--- config.mk ---
export PLATFORM = sky130hd
export DESIGN_NAME = pwm_channel_command_sequencer_unit
export DESIGN_NICKNAME = d
export VERILOG_FILES = /design/src/rtl/pcs_pkg.sv /design/src/rtl/pcs_divider.sv /design/src/rtl/pcs_front.sv /design/src/rtl/pcs_back.sv /design/src/rtl/pwm_channel_command_sequencer_unit.sv
export SDC_FILE = /design/constraint.sdc
export NUM_CORES = 1
export LEC_CHECK = 0
export ABC_AREA = 1
export BUFFER_PORTS_ARGS = -buffer_cell sky130_fd_sc_hd__buf_2
export CAP_MARGIN = 15
export CELL_PAD_IN_SITES_DETAIL_PLACEMENT = 0
export CELL_PAD_IN_SITES_GLOBAL_PLACEMENT = 1
export CORE_ASPECT_RATIO = 0.5
export CORE_MARGIN = 2
export CORE_UTILIZATION = 48
export CTS_CLUSTER_SIZE = 40
export DETAILED_ROUTE_END_ITERATION = 12
export GPL_ROUTABILITY_DRIVEN = 0
export PLACE_DENSITY = 0.78
export SYNTH_ARGS = -nofsm -noshare
export SYNTH_HDL_FRONTEND = slang
export SYNTH_SLANG_ARGS = --single-unit
--- constraint.sdc ---
create_clock -name clk -period 6.4 [get_ports clk]
set_clock_uncertainty 0.1 [all_clocks]
set_input_delay 0.64 -clock clk [delete_from_list [all_inputs] [get_ports clk]]
set_output_delay 0.64 -clock clk [all_outputs]
set_load 0.05 [all_outputs]
--- src/rtl/pcs_pkg.sv ---
// Shared types and constants for the PWM channel command sequencer.
package pcs_pkg;

  typedef enum logic [2:0] {
    CMD_SET_CHANNEL = 3'd0,
    CMD_SET_DUTY    = 3'd1,
    CMD_SET_PIN     = 3'd2,
    CMD_ALL_OFF     = 3'd3,
    CMD_INVALIDATE  = 3'd4,
    CMD_SET_FREQ    = 3'd5
  } cmd_t;

  localparam logic [1:0] ST_OK        = 2'd0;
  localparam logic [1:0] ST_PARAM_ERR = 2'd1;
  localparam logic [1:0] ST_NOT_READY = 2'd2;

  localparam logic [7:0] REG_MODE_CTRL = 8'h00;
  localparam logic [7:0] REG_CH0       = 8'h06;
  localparam logic [7:0] REG_ALL       = 8'hFA;
  localparam logic [7:0] REG_PRESCALE  = 8'hFE;
  localparam logic [7:0] BIT_RESTART   = 8'h80;
  localparam logic [7:0] BIT_AI        = 8'h20;
  localparam logic [7:0] BIT_SLEEP     = 8'h10;
  localparam logic [4:0] HIGH_MASK     = 5'h1F;

  localparam int          FULL_COUNT = 4096;
  localparam logic [12:0] FULL       = 13'd4096;

  localparam logic [1:0] CFG_OSC   = 2'd0;
  localparam logic [1:0] CFG_ADDR  = 2'd1;
  localparam logic [1:0] CFG_READY = 2'd2;

  typedef struct packed {
    logic [2:0]  command;
    logic [4:0]  channel;
    logic [12:0] on_count;
    logic [12:0] off_count;
    logic [12:0] duty;
    logic        level;
    logic [15:0] freq_request;
    logic [7:0]  mode1_readback;
  } cmd_in_t;

  typedef struct packed {
    logic [7:0]  data_byte;
    logic        byte_valid;
    logic        frame_start;
    logic        frame_end;
    logic [6:0]  bus_address;
    logic        last;
    logic [1:0]  status;
    logic        skipped;
    logic [15:0] actual_freq;
  } result_t;

  // Classified job handed from front to back.
  typedef enum logic [1:0] {
    JOB_STATUS = 2'd0,
    JOB_FRAME5 = 2'd1,
    JOB_FREQ   = 2'd2
  } job_kind_t;

  typedef struct packed {
    job_kind_t   kind;
    logic [1:0]  status;
    logic        skipped;
    logic [7:0]  reg_addr;
    logic [12:0] on_val;
    logic [12:0] off_val;
    logic [15:0] freq;
    logic [7:0]  mode1;
  } job_t;

endpackage

--- src/rtl/pcs_divider.sv ---
// Restoring divider, one quotient bit per cycle.
module pcs_divider import pcs_pkg::*; (
  input  logic        clk,
  input  logic        rst,
  input  logic        go,
  input  logic [26:0] num,
  input  logic [27:0] den,
  output logic        done,
  output logic [26:0] quot
);
  logic [27:0] rem;
  logic [26:0] q;
  logic [4:0]  cnt;
  logic        run;
  logic [27:0] trial;

  assign trial = {rem[26:0], q[26]};
  assign quot  = q;

  always_ff @(posedge clk) begin
    if (rst) begin
      run  <= 1'b0;
      done <= 1'b0;
      cnt  <= '0;
    end else begin
      done <= 1'b0;
      if (go) begin
        run <= 1'b1;
        rem <= '0;
        q   <= num;
        cnt <= 5'd27;
      end else if (run) begin
        if (trial >= den) begin
          rem <= trial - den;
          q   <= {q[25:0], 1'b1};
        end else begin
          rem <= trial;
          q   <= {q[25:0], 1'b0};
        end
        cnt <= cnt - 5'd1;
        if (cnt == 5'd1) begin
          run  <= 1'b0;
          done <= 1'b1;
        end
      end
    end
  end
endmodule

--- src/rtl/pcs_front.sv ---
// Command classifier and shadow table.
module pcs_front import pcs_pkg::*; #(
  parameter int CHANNELS = 16
) (
  input  logic    clk,
  input  logic    rst,
  input  logic    take,
  input  cmd_in_t cmd,
  input  logic    ready_cfg,
  output job_t    job
);
  logic [12:0] sh_on  [16];
  logic [12:0] sh_off [16];
  logic        trusted;
  logic [12:0] on_v, off_v;
  logic        perr, match, prog;
  logic [3:0]  c;
  logic [12:0] d;

  assign c = cmd.channel[3:0];

  always_comb begin
    d     = (cmd.command == CMD_SET_PIN) ? (cmd.level ? FULL : 13'd0) : cmd.duty;
    on_v  = 13'd0;
    off_v = d;
    perr  = 1'b0;
    prog  = 1'b0;
    job   = '0;
    job.kind  = JOB_STATUS;
    job.freq  = cmd.freq_request;
    job.mode1 = cmd.mode1_readback;
    unique case (cmd.command)
      CMD_SET_CHANNEL: begin
        on_v  = cmd.on_count;
        off_v = cmd.off_count;
        perr  = (32'(cmd.channel) >= CHANNELS) || (cmd.on_count > FULL)
                || (cmd.off_count > FULL);
        prog  = 1'b1;
      end
      CMD_SET_DUTY, CMD_SET_PIN: begin
        if (d == 13'd0) begin
          on_v = 13'd0; off_v = FULL;
        end else if (d >= FULL) begin
          on_v = FULL; off_v = 13'd0;
        end
        perr = (d > FULL) || (32'(cmd.channel) >= CHANNELS);
        prog = 1'b1;
      end
      CMD_ALL_OFF: begin
        if (!ready_cfg) job.status = ST_NOT_READY;
        else begin
          job.kind = JOB_FRAME5; job.reg_addr = REG_ALL;
          job.on_val = 13'd0; job.off_val = FULL;
        end
      end
      CMD_INVALIDATE: job.status = ST_OK;
      CMD_SET_FREQ: begin
        if (!ready_cfg) job.status = ST_NOT_READY;
        else job.kind = JOB_FREQ;
      end
      default: job.status = ST_PARAM_ERR;
    endcase
    match = trusted && sh_on[c] == on_v && sh_off[c] == off_v;
    if (prog) begin
      if (perr) job.status = ST_PARAM_ERR;
      else if (!ready_cfg) job.status = ST_NOT_READY;
      else if (match) job.skipped = 1'b1;
      else begin
        job.kind = JOB_FRAME5;
        job.reg_addr = REG_CH0 + {2'd0, c, 2'd0};
        job.on_val = on_v; job.off_val = off_v;
      end
    end
  end

  always_ff @(posedge clk) begin
    if (rst) begin
      trusted <= 1'b0;
      for (int i = 0; i < 16; i++) begin
        sh_on[i]  <= '0;
        sh_off[i] <= '0;
      end
    end else if (take) begin
      if (prog && !perr && ready_cfg && !match) begin
        sh_on[c]  <= on_v;
        sh_off[c] <= off_v;
      end
      if (cmd.command == CMD_ALL_OFF && ready_cfg) begin
        trusted <= 1'b1;
        for (int i = 0; i < 16; i++) begin
          sh_on[i]  <= '0;
          sh_off[i] <= FULL;
        end
      end
      if (cmd.command == CMD_INVALIDATE) trusted <= 1'b0;
    end
  end
endmodule

--- src/rtl/pcs_back.sv ---
// Frame emitter with prescale computation.
module pcs_back import pcs_pkg::*; #(
  parameter int PRESCALE_LOW  = 3,
  parameter int PRESCALE_HIGH = 255,
  parameter int FREQ_LOW      = 24,
  parameter int FREQ_HIGH     = 1526
) (
  input  logic        clk,
  input  logic        rst,
  input  logic        job_valid,
  input  job_t        job_in,
  output logic        job_pop,
  input  logic [25:0] osc,
  input  logic [6:0]  addr,
  output logic        strobe,
  output result_t     res
);
  typedef enum logic [2:0] {S_IDLE, S_DIV1, S_DIV2, S_EMIT} state_t;
  state_t      state;
  job_t        job;
  logic [2:0]  idx;
  logic [15:0] achieved;
  logic [7:0]  pre;
  logic        dgo, ddone;
  logic [27:0] dden;
  logic [26:0] dq;
  logic [15:0] fclamp;
  logic [7:0]  old;
  logic [7:0]  byte_v;
  logic        fs, fe, lst;
  logic [26:0] r1;

  assign job_pop = (state == S_IDLE) && job_valid;

  pcs_divider u_div (
    .clk(clk), .rst(rst), .go(dgo), .num({1'b0, osc} + 27'(dden >> 1)),
    .den(dden), .done(ddone), .quot(dq)
  );

  always_comb begin
    fclamp = job.freq;
    if (32'(job.freq) < FREQ_LOW) fclamp = 16'(FREQ_LOW);
    else if (32'(job.freq) > FREQ_HIGH) fclamp = 16'(FREQ_HIGH);
    dden = (state == S_DIV2) ? {8'd0, pre + 8'd1, 12'd0} : {fclamp, 12'd0};
    if (state == S_DIV2 && pre == 8'hFF) dden = 28'h100000;
    r1 = (dq == 27'd0) ? 27'd0 : dq - 27'd1;
    old = job.mode1 & ~BIT_RESTART;
    byte_v = 8'd0; fs = 1'b0; fe = 1'b0; lst = 1'b0;
    if (job.kind == JOB_FRAME5) begin
      fs = (idx == 3'd0); fe = (idx == 3'd4); lst = fe;
      case (idx)
        3'd0: byte_v = job.reg_addr;
        3'd1: byte_v = job.on_val[7:0];
        3'd2: byte_v = {3'd0, job.on_val[12:8] & HIGH_MASK};
        3'd3: byte_v = job.off_val[7:0];
        default: byte_v = {3'd0, job.off_val[12:8] & HIGH_MASK};
      endcase
    end else begin
      fs = !idx[0]; fe = idx[0]; lst = (idx == 3'd7);
      case (idx)
        3'd1: byte_v = old | BIT_SLEEP;
        3'd2: byte_v = REG_PRESCALE;
        3'd3: byte_v = pre;
        3'd5: byte_v = old;
        3'd7: byte_v = old | BIT_RESTART | BIT_AI;
        default: byte_v = REG_MODE_CTRL;
      endcase
    end
  end

  always_ff @(posedge clk) begin
    if (rst) begin
      state    <= S_IDLE;
      strobe   <= 1'b0;
      achieved <= '0;
      dgo      <= 1'b0;
    end else begin
      strobe <= 1'b0;
      dgo    <= 1'b0;
      unique case (state)
        S_IDLE: if (job_valid) begin
          job <= job_in;
          idx <= 3'd0;
          if (job_in.kind == JOB_STATUS) begin
            strobe <= 1'b1;
            res <= '{data_byte: 8'd0, byte_valid: 1'b0, frame_start: 1'b0,
                     frame_end: 1'b0, bus_address: addr, last: 1'b1,
                     status: job_in.status, skipped: job_in.skipped,
                     actual_freq: achieved};
          end else if (job_in.kind == JOB_FREQ) begin
            state <= S_DIV1; dgo <= 1'b1;
          end else state <= S_EMIT;
        end
        S_DIV1: if (ddone) begin
          if (r1 < 27'(PRESCALE_LOW)) pre <= 8'(PRESCALE_LOW);
          else if (r1 > 27'(PRESCALE_HIGH)) pre <= 8'(PRESCALE_HIGH);
          else pre <= r1[7:0];
          state <= S_DIV2; dgo <= 1'b1;
        end
        S_DIV2: if (ddone) begin
          achieved <= dq[15:0];
          state <= S_EMIT;
        end
        S_EMIT: begin
          strobe <= 1'b1;
          res <= '{data_byte: byte_v, byte_valid: 1'b1, frame_start: fs,
                   frame_end: fe, bus_address: addr, last: lst,
                   status: ST_OK, skipped: 1'b0, actual_freq: achieved};
          idx <= idx + 3'd1;
          if (lst) state <= S_IDLE;
        end
        default: state <= S_IDLE;
      endcase
    end
  end
endmodule

--- src/rtl/pwm_channel_command_sequencer_unit.sv ---
// Top level: front classifier, two-entry job queue, back frame emitter.
// Flow: a taken start is registered into the job queue, and the emitter registers a
// status-only result onto the ports; a frame job instead enters the emit state, which
// then puts out one byte per cycle. Set-frequency runs two serial 27-bit divisions
// before its first byte, and holds the emitter until its last frame byte.
// Throughput: one command per result burst; busy holds while the queue is full.
// Reset: synchronous, clears shadow trust and table, achieved frequency, queue, registers.
// Results appear for one cycle on strobe; the receiver cannot stall them.
module pwm_channel_command_sequencer_unit import pcs_pkg::*; #(
  parameter int CHANNELS      = 16,
  parameter int PRESCALE_LOW  = 3,
  parameter int PRESCALE_HIGH = 255,
  parameter int FREQ_LOW      = 24,
  parameter int FREQ_HIGH     = 1526
) (
  input  logic        clk,
  input  logic        rst,
  input  logic        start,
  output logic        busy,
  input  cmd_in_t     cmd,
  input  logic        cfg_we,
  input  logic [1:0]  cfg_index,
  input  logic [25:0] cfg_data,
  output logic        strobe,
  output result_t     result
);
  logic [25:0] osc;
  logic [6:0]  addr;
  logic        ready_cfg;
  logic        take, pop;
  job_t        fjob;
  job_t        q [2];
  logic [1:0]  cnt;
  logic        rd, wr;

  // Hold configuration.
  always_ff @(posedge clk) begin
    if (rst) begin
      osc <= 26'd25000000; addr <= 7'd64; ready_cfg <= 1'b0;
    end else if (cfg_we) begin
      case (cfg_index)
        CFG_OSC:   osc <= cfg_data;
        CFG_ADDR:  addr <= cfg_data[6:0];
        CFG_READY: ready_cfg <= cfg_data[0];
        default: ;
      endcase
    end
  end

  assign busy = (cnt == 2'd2);
  assign take = start && !busy;

  pcs_front #(.CHANNELS(CHANNELS)) u_front (
    .clk(clk), .rst(rst), .take(take), .cmd(cmd), .ready_cfg(ready_cfg), .job(fjob)
  );

  // Two-entry job queue between classifier and emitter.
  always_ff @(posedge clk) begin
    if (rst) begin
      cnt <= '0; rd <= 1'b0; wr <= 1'b0;
    end else begin
      if (take) begin
        q[wr] <= fjob; wr <= ~wr;
      end
      if (pop) rd <= ~rd;
      cnt <= cnt + {1'b0, take} - {1'b0, pop};
    end
  end

  pcs_back #(
    .PRESCALE_LOW(PRESCALE_LOW), .PRESCALE_HIGH(PRESCALE_HIGH),
    .FREQ_LOW(FREQ_LOW), .FREQ_HIGH(FREQ_HIGH)
  ) u_back (
    .clk(clk), .rst(rst), .job_valid(cnt != 2'd0), .job_in(q[rd]), .job_pop(pop),
    .osc(osc), .addr(addr), .strobe(strobe), .res(result)
  );
endmodule
==> results_dict.tcl <==
set metrics [dict create \
    holdCritStartpoint "cmd[3]" \
    cts.sink_count 766 \
    synth_enable_flop_cells 699 \
    detailed_route_wire_length_um 99600 \
    buffer_ports.inserted 142 \
    synthDistinctLibCells 55 \
    clock_tree.htree_level_count 3 \
    p_leak_nw 16.9 \
    dp_hpwl_um 62600 \
    starting_density_of_the_core_pct 48.5 \
    crit-reg2reg-capture "u_back.u_div.rem[14]" \
    cts_setup_buffers 0 \
    launch_point_of_the_worst_reg_to_reg_path "u_back.job[20]" \
    gr-usage-all-layers_pct 25.3 \
    cts_made_buffers 72 \
    whs_path_depth 1 \
    post_drt_via_cell_ratio 5.29 \
    synthCells 3977 \
    final_instance_count_without_filler_cells 5155 \
    synthFlopType "edfxtp_1" \
    total_count_of_hold_check_failures_in_the_final_report 0 \
    report.final.slew_viol_count 0 \
    min_to "q[1][3]" \
    route.detailed.drc 0 \
    cp_capture_type "register" \
    synthToLayoutAreaGrowth_pct 10.9 \
    ff_latch_count_synth 766 \
    die-width_um 394 \
    timing.max_slew.rel_slack_pct 24.8 \
    clock_group_share_of_total_power_pct 34.4 \
    fin_worst_hold_slack_ps 90.9 \
    syn_area_um2 36500 \
    crit_fanout 38 \
    drv.max_cap_violation_count 0 \
    die_y_um 199 \
    power_density_nw_per_um2 309 \
    timing.final.crit_share_pct 79.1 \
    detailroute.via_count 27300 \
    swShare_pct 28.5 \
    routed_wire_length_per_instance_um 19.3 \
    max-clock-path-buffers 3 \
    top_level_ports 144 \
    fp.dieArea_um2 78400 \
    netSwitchingPower_mw 3.57 \
    ys_seq_area_share_pct 61.2 \
    drt_pass1_iterations 6 \
    post-route-min-period_ps 5060 \
    path_clk_slew_ps 60 \
    post_cts_resized 0 \
    irDropWorstVdd_v 0.000191 \
    cts.hold.buffers_added 0 \
    path_class "input port to register" \
    worstPathRequired_ps 6570 \
    ys_async_sr_fraction_pct 0 \
    finalSetupViolations 0 \
    worst_margin_pin_slew_ps 1130 \
    combinationalPowerShare_pct 17.4 \
    dp_cells 5024 \
    hold_class "input port to register" \
    rows 71 \
    rsz0062_at_grt "false" \
    critical_path_arrival_ps 5230 \
    gr_overflow_total 0 \
    antenna_violations_before_repair 2 \
    tritoncts "yes" \
    run_status "finished clean" \
    insertion_delay_ps 640 \
    root_buffer "clkbuf_16" \
    maximum_number_of_pins_on_one_net_before_global_route_repair 105 \
    ys.warnings.count 0 \
    setup_total_negative_slack_ps 0 \
    max_freq_mhz 197 \
    cellInternalPower_mw 8.94 \
    grt_pass1_vias 25500 \
    start_kind "input port" \
    overall_power_after_layout_mw 12.5 \
    share_of_total_power_in_sequential_cells_pct 48.2 \
    nets 4234 \
    core_region_area_um2 75200 \
    timing.reg2reg.setup_slack_ps 1430 \
    detailedRoute.firstIterationViolations 2506 \
    final_layout_size_suffix_gt1_share_pct 9.01 \
    reg2reg_depth 21 \
    avgSynthCellArea_um2 9.18 \
    grt_first_pass_wirelength_um 150000 \
    final_antenna_net_count 0 \
]
-- layout by cell type (no fill, tap or decap), types with 9 or more instances in the layout --
| cell | netlist | final |
|---|---|---|
| a21oi_1 | 90 | 90 |
| buf_2 | 77 | 140 |
| buf_4 | 3 | 68 |
| clkbuf_1 | 89 | 14 |
| clkbuf_16 | 0 | 74 |
| clkinv_1 | 4 | 22 |
| conb_1 | 2 | 9 |
| dfxtp_1 | 67 | 66 |
| edfxtp_1 | 699 | 699 |
| ha_1 | 52 | 52 |
| inv_1 | 301 | 301 |
| inv_2 | 18 | 18 |
| nand2_1 | 1194 | 1194 |
| nand2_2 | 14 | 14 |
| nand2_4 | 10 | 10 |
| nand3_1 | 267 | 267 |
| nand4_1 | 57 | 57 |
| nor2_1 | 709 | 705 |
| nor3_1 | 18 | 17 |
| o21ai_0 | 156 | 156 |
| o21ai_1 | 13 | 13 |
| xnor2_1 | 18 | 18 |
| xor2_1 | 22 | 22 |
-- flip-flops by register name, indices dropped and copies added, names as in the netlist, 3 cells and up, named ones only --
signal and cells:
u_back.res 38, u_back.u_div.rem 27, osc 26, u_back.job 58, u_back.achieved 16, u_back.u_div.quot 27, u_front.sh_on 208, u_back.u_div.cnt 5
q 122, u_front.sh_off 208, u_back.pre 8, u_back.idx 3, addr 7
-- cell type report --
type | count | area, um2
Sequential cell | 766 | 22300
Inverter | 323 | 1220
Clock inverter | 38 | 359
Fill cell | 6853 | 34700
Timing Repair Buffer | 214 | 1320
Antenna cell | 4 | 10.0
Tap cell | 1022 | 1280
Multi-Input combinational cell | 2699 | 12100
Clock buffer | 89 | 1920
-- how the worst max path moves through the flow --
stage | to | cells after the start | startpoint
after floorplan | u_back.res[0] | 8 | register
after global placement | u_front.sh_on[7][3] | 22 | cmd[65]
after detailed placement | u_front.sh_on[7][2] | 22 | cmd[65]
after CTS | u_back.u_div.rem[14] | 21 | u_back.job[20]
after global routing | u_back.u_div.rem[23] | 21 | u_back.job[20]
final | u_front.sh_off[7][8] | 22 | cmd[65]
-- through the flow --
step | worst slack (ps) | area, um2 | utilization [%]
after floorplan | 1680 | 36500 | -
after global placement | 893 | 38200 | 50.8
after detailed placement | 823 | 38200 | 50.8
after CTS | 1400 | 40500 | 53.8
after global routing | 913 | 40500 | 53.8
final | 1340 | 40500 | 53.8
-- cell families after synthesis --
family	after synthesis	share of synthesized area, %
simple gates	2297	25.5
flops	766	61.2
buf+inv	519	6.03
compound gates	298	4.38
fa+ha+maj	54	1.89
xor+xnor	40	0.960
other cells	2	0.0206
mux	1	0.0274
-- synth_stat cells, types with 2 or more instances --
master    instances  area [um2]
a21oi_1          90         450
buf_1             7        26.3
o22ai_1           2        12.5
nor2_1          709        2660
nand2_4          10         113
buf_4             3        22.5
buf_6            19         214
inv_2            18        67.6
o21ai_0         156         781
nand3_1         267        1340
nand4_1          57         357
and3_1            3        18.8
xor2_1           22         193
clkinv_1          4        15.0
a21boi_0          2        15.0
a31oi_1           6        37.5
a22o_1            4        35.0
conb_1            2        7.51
a221oi_1          6        52.6
xnor2_1          18         158
inv_1           301        1130
o21ai_1          13        65.1
nor3_1           18        90.1
nand2_2          14        87.6
fa_1              2        40.0
clkbuf_1         89         334
a211oi_1          4        30.0
dfxtp_1          67        1340
nor2_2            7        43.8
ha_1             52         651
edfxtp_1        699       21000
or2_2             2        12.5
nand2_1        1194        4480
o211ai_1          3        22.5
nand3b_1          4        30.0
o31ai_1           3        22.5
nor4_1            6        37.5
buf_2            77         385
-- critical path, cell delays in order --
cell	delay, ps
buf_4	250
clkinv_2	130
buf_4	500
nand3_1	140
nand2_1	100
nand2_1	50
nand2_1	90
nor2_1	110
inv_1	80
nand3_1	300
nand2_1	190
inv_1	50
nand2_1	50
nor2_1	40
nand2_1	70
nor2_1	70
nand2_4	130
nand2_2	70
nor2_2	840
nand2_4	560
nand2_1	250
buf_4	470
-- metal layers --
layer / part of all wire, % / wire length, um / vias to the layer above / GRT usage [%]
met5: 0 / 0 / - / 0
met4: 2.8 / 2830 / 0 / 7.82
met3: 6.5 / 6430 / 132 / 4.11
met2: 47 / 47200 / 819 / 42.4
met1: 43 / 43200 / 13100 / 34.1
li1: - / - / 13200 / -
-- power groups by stage --
stage               clock [mW]  sequential [mW]  combinational (mW)
finish                    4.30             6.03                2.18
floorplan                    0             6.19                1.47
global route              4.55             6.06                2.45
CTS                       4.38             6.03                2.20
detailed placement           0             6.14                2.19
global placement             0             6.13                2.15
No activity file was read; power rests on OpenSTA's default activity.
